<file path="config.mk">
export PLATFORM = sky130hd
export DESIGN_NAME = zba_ctrl
export DESIGN_NICKNAME = d
export VERILOG_FILES = /design/src/rtl/zba_pkg.sv /design/src/rtl/zba_ctrl.sv
export SDC_FILE = /design/constraint.sdc
export NUM_CORES = 1
export LEC_CHECK = 0
export CAP_MARGIN = 10
export CORE_AREA = 2 2 39 41
export DETAILED_ROUTE_END_ITERATION = 10
export DIE_AREA = 0 0 41 43
export DONT_BUFFER_PORTS = 1
export PLACE_DENSITY = 0.55
export SYNTH_ARGS = -nofsm -noshare
export SYNTH_HDL_FRONTEND = slang
export SYNTH_SLANG_ARGS = --single-unit
</file>
<file path="constraint.sdc">
create_clock -name clk_i -period 1.3 [get_ports clk_i]
set_input_delay 0.13 -clock clk_i [delete_from_list [all_inputs] [get_ports clk_i]]
set_output_delay 0.13 -clock clk_i [all_outputs]
set_load 0.02 [all_outputs]
</file>
<file path="src/rtl/zba_pkg.sv">
// ----------------------------------------------------------------------------
// zba_pkg
// Shared types and constants of the zone bitmap allocator
// ----------------------------------------------------------------------------
package zba_pkg;

  localparam int unsigned BITS_PER_MAP_BLOCK = 1024;
  localparam int unsigned MAX_MAP_BLOCKS     = 8;
  localparam int unsigned WORD_W             = 64;
  localparam int unsigned WORDS_PER_BLOCK    = BITS_PER_MAP_BLOCK / WORD_W;
  localparam int unsigned MAP_WORDS          = WORDS_PER_BLOCK * MAX_MAP_BLOCKS;

  localparam int unsigned ZONE_W   = 13;
  localparam int unsigned CFG_W    = 4;
  localparam int unsigned BIT_W    = $clog2(WORD_W);
  localparam int unsigned WSEL_W   = $clog2(WORDS_PER_BLOCK);
  localparam int unsigned ADDR_W   = $clog2(MAP_WORDS);
  localparam int unsigned BLK_W    = ADDR_W - WSEL_W;
  localparam int unsigned BLKBIT_W = $clog2(BITS_PER_MAP_BLOCK);
  localparam int unsigned TOTAL_W  = ADDR_W + 1;
  localparam int unsigned LIM_W    = ZONE_W + 1;

  typedef enum logic [1:0] {
    ST_ALLOC   = 2'd0,
    ST_FULL    = 2'd1,
    ST_FREED   = 2'd2,
    ST_IGNORED = 2'd3
  } status_e;

  typedef struct packed {
    logic accept;
    logic scan_rd;
    logic scan_next;
    logic free_rd;
    logic commit_alloc;
    logic commit_free;
    logic set_full;
    logic set_ignored;
    logic load_out;
  } cmd_t;

  typedef struct packed {
    logic word_free;
    logic last_word;
    logic count_zero;
    logic zone_ok;
    logic out_free;
  } stat_t;

endpackage

</file>
<file path="src/rtl/zba_ctrl.sv">
// ----------------------------------------------------------------------------
// zba_ctrl
// Request sequencer: allocate scan, free read-modify-write, result hand-off
// ----------------------------------------------------------------------------
module zba_ctrl
  import zba_pkg::*;
(
  input  logic  clk_i,
  input  logic  rst_ni,
  input  logic  in_valid_i,
  input  logic  req_free_i,
  output logic  in_ready_o,
  input  stat_t stat_i,
  output cmd_t  cmd_o
);

  typedef enum logic [5:0] {
    S_IDLE     = 6'b000001,
    S_ALLOC_RD = 6'b000010,
    S_SCAN     = 6'b000100,
    S_FREE_RD  = 6'b001000,
    S_FREE_WR  = 6'b010000,
    S_RESP     = 6'b100000
  } state_e;

  state_e state_q, state_d;

  always_comb begin
    state_d    = state_q;
    cmd_o      = '0;
    in_ready_o = 1'b0;
    unique case (state_q)
      S_IDLE: begin
        in_ready_o = 1'b1;
        if (in_valid_i) begin
          cmd_o.accept = 1'b1;
          state_d      = req_free_i ? S_FREE_RD : S_ALLOC_RD;
        end
      end
      S_ALLOC_RD: begin
        if (stat_i.count_zero) begin
          cmd_o.set_full = 1'b1;
          state_d        = S_RESP;
        end else begin
          cmd_o.scan_rd = 1'b1;
          state_d       = S_SCAN;
        end
      end
      S_SCAN: begin
        priority if (stat_i.word_free) begin
          cmd_o.commit_alloc = 1'b1;
          state_d            = S_RESP;
        end else if (stat_i.last_word) begin
          cmd_o.set_full = 1'b1;
          state_d        = S_RESP;
        end else begin
          cmd_o.scan_rd   = 1'b1;
          cmd_o.scan_next = 1'b1;
        end
      end
      S_FREE_RD: begin
        cmd_o.free_rd = 1'b1;
        if (stat_i.zone_ok) begin
          state_d = S_FREE_WR;
        end else begin
          cmd_o.set_ignored = 1'b1;
          state_d           = S_RESP;
        end
      end
      S_FREE_WR: begin
        cmd_o.commit_free = 1'b1;
        state_d           = S_RESP;
      end
      S_RESP: begin
        if (stat_i.out_free) begin
          cmd_o.load_out = 1'b1;
          state_d        = S_IDLE;
        end
      end
      default: begin
        state_d = S_IDLE;
      end
    endcase
  end

  always_ff @(posedge clk_i or negedge rst_ni) begin
    if (!rst_ni) begin
      state_q <= S_IDLE;
    end else begin
      state_q <= state_d;
    end
  end

endmodule

</file>
Word level (Yosys, flattened, before mapping):

Cells that the tools add are included.

* word-level logic and storage cells: 39
* register bits: 6
* output and inout bits: 10

* equal/unequal tests: 9
* mux-type cells: 28
* reduce and logical (&&, ||, !) cells: 1

Operators by type and width (number)
* two-way mux 6 bit: 6
* case mux 6 bit (6 select lines): 1
* two-way mux 1 bit: 16
* equality test 6 x 1 -> 1 bit (second input constant): 1
* equality test 6 x 2 -> 1 bit (second input constant): 1
* equality test 6 x 3 -> 1 bit (second input constant): 1
* equality test 6 x 4 -> 1 bit (second input constant): 1
* equality test 6 x 5 -> 1 bit (second input constant): 1
* equality test 6 bit (second input constant): 1
* two-way mux 2 bit: 2
* two-way mux 4 bit: 1
* != test 2 bit (second input constant): 2
* case mux 1 bit (2 select lines): 2
* != test 3 bit (second input constant): 1
* AND reduction 3 bit: 1

Depth between registers and ports, before layout:

* word-level depth: 3
* gate-level depth with buffers: 5

Worst setup path after synthesis:

No wires, ideal clock.

* kind: register to output
* from: reg state_q[2]
* to: out cmd_o[7] (netlist bit)
* arrival: 1.460 ns
* setup slack: -0.290 ns
* cell stages (with the launch flop): 6
* cell sequence: dfrtp_1 -> buf_4 -> nor2b_1 -> nand3_1 -> nor3_2 -> o21bai_1

RTL lines
* from (decl): RTL line zba_ctrl.sv:26 `state_e state_q, state_d;`
* from (signal assigned): RTL line zba_ctrl.sv:90 `state_q <= state_d;`
* to (decl): RTL line zba_ctrl.sv:14 `output cmd_t cmd_o`

==> impl_metrics.env <==
export IMPL_maxClockFrequency_mhz=642
export IMPL_grt_pass1_wl_um=1810
export IMPL_tritoncts="yes"
export IMPL_ios=19
export IMPL_drcViolationCount=0
export IMPL_drt_pass1_iterations=2
export IMPL_final_nets=90
export IMPL_p_switching_uw=450
export IMPL_drv_cap=0
export IMPL_row_count=14
export IMPL_r2r_end="state_q[5]"
export IMPL_clk_pin_slew_worst_paths_ns=0.05
export IMPL_clk_latency_ns=0.24
export IMPL_clock_path_buffers=2
export IMPL_yosysUniqueCellTypes=27
export IMPL_dr_wl_met2_um=627
export IMPL_critPathMostFrequentCell="buf_4"
export IMPL_syn_to_final_growth_pct=92.6
export IMPL_synth_top_area_share=0.284
export IMPL_comb_power_share=0.580
export IMPL_grt_pass1_vias=463
export IMPL_seq_power_share=0.263
export IMPL_cp_start_kind="flop"
export IMPL_reg2reg_setup_slack_ns=-0.10
export IMPL_antenna_found_initial=0
export IMPL_grt_start_max_net_pins=7
export IMPL_avgRoutedWirePerCell_um=12.5
export IMPL_routed_via_density=4.95
export IMPL_port_buffers=0
export IMPL_routed_wl_met3_um=53
export IMPL_r2r_cells=6
export IMPL_wl_met1_um=503
export IMPL_fin_skew_ns=0.00377
export IMPL_start_util=0.318
export IMPL_gp_congestion=0.789
export IMPL_top_layer="met4"
export IMPL_grt_ovfl_total=0
export IMPL_design_area_um2=848
export IMPL_place_ws_ns=-0.0432
export IMPL_switching_share=0.386
export IMPL_min_to="state_q[4]"
export IMPL_core_area_mm2=0.00138
export IMPL_route_vias_total=475
export IMPL_dieArea_mm2=0.00176
export IMPL_finalCritPeriodShare=1.20
export IMPL_root_buffer="clkbuf_4"
export IMPL_regToRegStartpoint="state_q[5]"
export IMPL_p_per_area_mw_per_mm2=1370
export IMPL_status="finished, violations left"
export IMPL_regMostFlops="state_q"
export IMPL_violations="setup timing"
export IMPL_setup_tns_ns=-2.10
export IMPL_grt_setup_unrepaired="true"
export IMPL_critical_path_arrival_ns=1.43
export IMPL_routed_wl_um=1200
export IMPL_p_int_uw=717
export IMPL_holdPathStages=1
export IMPL_final_core_util=0.613
export IMPL_htree_levels=1
export IMPL_avgSynthCellArea_um2=8.47
export IMPL_drv_slew=0
export IMPL_cp_slowest_cell="dfrtp_2"
export IMPL_syn_area_um2=440
export IMPL_synthCells=52
export IMPL_cts_inserted_buffers=3
export IMPL_synth_seq_cells=6
export IMPL_worst_setup_path_end_kind="output port"
export IMPL_fp_dieW_um=41
export IMPL_num_fill_cells=119
export IMPL_cp_slowest_stage_delay_ns=0.43
export IMPL_placed_cell_area_um2=596
export IMPL_largest_reg_flops=6
export IMPL_finalSetupViolCount=13
export IMPL_cp_num_buf_inv=2
export IMPL_fin_ws_ns=-0.258
export IMPL_synth_warnings=0
export IMPL_dp_hpwl_um=831
export IMPL_crit_chain="buf_4 > nor3_4 > buf_4 > and3_4"
export IMPL_drtIter0Drc=5
export IMPL_p_leak_uw=0.000363
export IMPL_gr_usage_all_layers=0.159
export IMPL_min_from="stat_i[1]"
export IMPL_yosysTopAreaCell="dfrtp_1"
export IMPL_hold_violations=0
export IMPL_ir_drop_uv=1020
export IMPL_syn_nets=61
export IMPL_diodes=0
export IMPL_ant_nets=0
export IMPL_ys_seq_area_frac=0.344
export IMPL_synth_area_leaders="dfrtp_1 28%, dfstp_2 6.0%, nor2_1 6.0%"
export IMPL_worst_slew_pin_slew_ns=0.252
export IMPL_critPathMaxFanout=4
export IMPL_power_frac_clock=0.157
export IMPL_slew_headroom=0.832
export IMPL_worstHoldPathType="primary input to flop"
export IMPL_cts_sinks=6
export IMPL_required_ns=1.17
export IMPL_fin_crit_ns=1.56
export IMPL_reg_largest_list="state_q: 6 flops"
export IMPL_drive_gt1_frac=0.713
export IMPL_die_h_um=43
export IMPL_cp_top_family="simple AND/OR/NAND/NOR gates"
export IMPL_critical_path_class="flop to output port"
power groups by stage:
stage               Sequential, µW  Clock, µW  Combinational [µW]
floorplan                      282          0                 303
global placement               281          0                 455
detailed placement             283          0                 457
CTS                            298        192                 543
global route                   310        206                 728
finish                         307        183                 676
cells in the mapped netlist (all sizes together):
master and n:
nand3 3, inv 3, nand2 5, nand2b 1, and2 2, dfrtp 5, and2b 1, dfstp 1
o21ai 3, a211oi 1, nor4 2, xor2 1, nor3 5, o21a 1, nor2 7, and3 2
o21bai 3, buf 2, o211ai 1, and3b 1, nor2b 2
cell families after synthesis:
logic type | after synthesis | synth area share
AND/OR/NAND/NOR | 31 | 0.432
AO/OA/AOI/OAI | 9 | 0.136
flip-flops | 6 | 0.344
buffers and inverters | 5 | 0.0682
XOR/XNOR | 1 | 0.0199
area by class of cell:
type / count / area [µm²] / area share
repair buffers: 26 / 241 / 0.285
multi-input cells: 41 / 389 / 0.459
clock buffers: 4 / 26.3 / 0.0310
well taps: 16 / 20.0 / 0.0236
flip-flops and latches: 6 / 158 / 0.186
inverters: 3 / 13.8 / 0.0162
worst register-to-register path: stages (launching register included):
cell and delay (ns):
dfrtp_2 0.43, buf_4 0.15, nor3_4 0.23, buf_4 0.16, nand2_1 0.05, o21a_1 0.18, o21bai_1 0.12
worst max-delay path by stage:
stage / from / endpoint / cells after the start
5_1_grt: state_q[5] / cmd_o[1] / 5
4_1_cts: state_q[4] / cmd_o[2] / 5
3_3_place_gp: state_q[5] / state_q[1] / 4
2_1_floorplan: state_q[2] / cmd_o[7] / 5
3_5_place_dp: state_q[5] / state_q[1] / 4
6_report: state_q[5] / cmd_o[3] / 4
stage by stage:
stage / hold WS [ns] / total power (µW) / cells
finish: 0.0240 / 1170 / 96
global route: 0.0194 / 1240 / 96
CTS: 0.0208 / 1030 / 92
detailed placement: -0.165 / 740 / 82
global placement: -0.165 / 736 / 82
floorplan: -0.166 / 585 / 52
per-layer routing:
layer | vias up | track usage
li1 | 236 | -
met1 | 225 | 0.183
met2 | 12 | 0.241
met3 | 2 | 0.0366
met4 | 0 | 0.120
met5 | - | 0
layout by cell type (no fill, tap or decap), types with 2 or more instances in the layout:
cell,netlist,routed
dfrtp_2,0,5
nand2_1,5,3
clkbuf_4,0,3
nand3_4,0,3
nand2_2,0,2
o21ai_0,2,2
nor2_2,0,2
buf_4,1,13
nor2_1,7,2
nor3_1,4,2
buf_6,1,11
inv_1,2,2
nor3_4,0,2
nor2_4,0,3
o21bai_1,3,2
dlygate4sd3_1,0,2
what timing repair did:
| action | in CTS | in global routing |
|---|---|---|
| hold endpoints to repair | 7 | 0 |
| gates cloned | 0 | 0 |
| pin swaps | 8 | 9 |
| resized for setup | 14 | 24 |
| buffers inserted | 5 | 4 |
| hold buffers | 2 | 0 |
| endpoints found under the setup margin | 15 | 14 |
(Power assumes the default switching activity.)
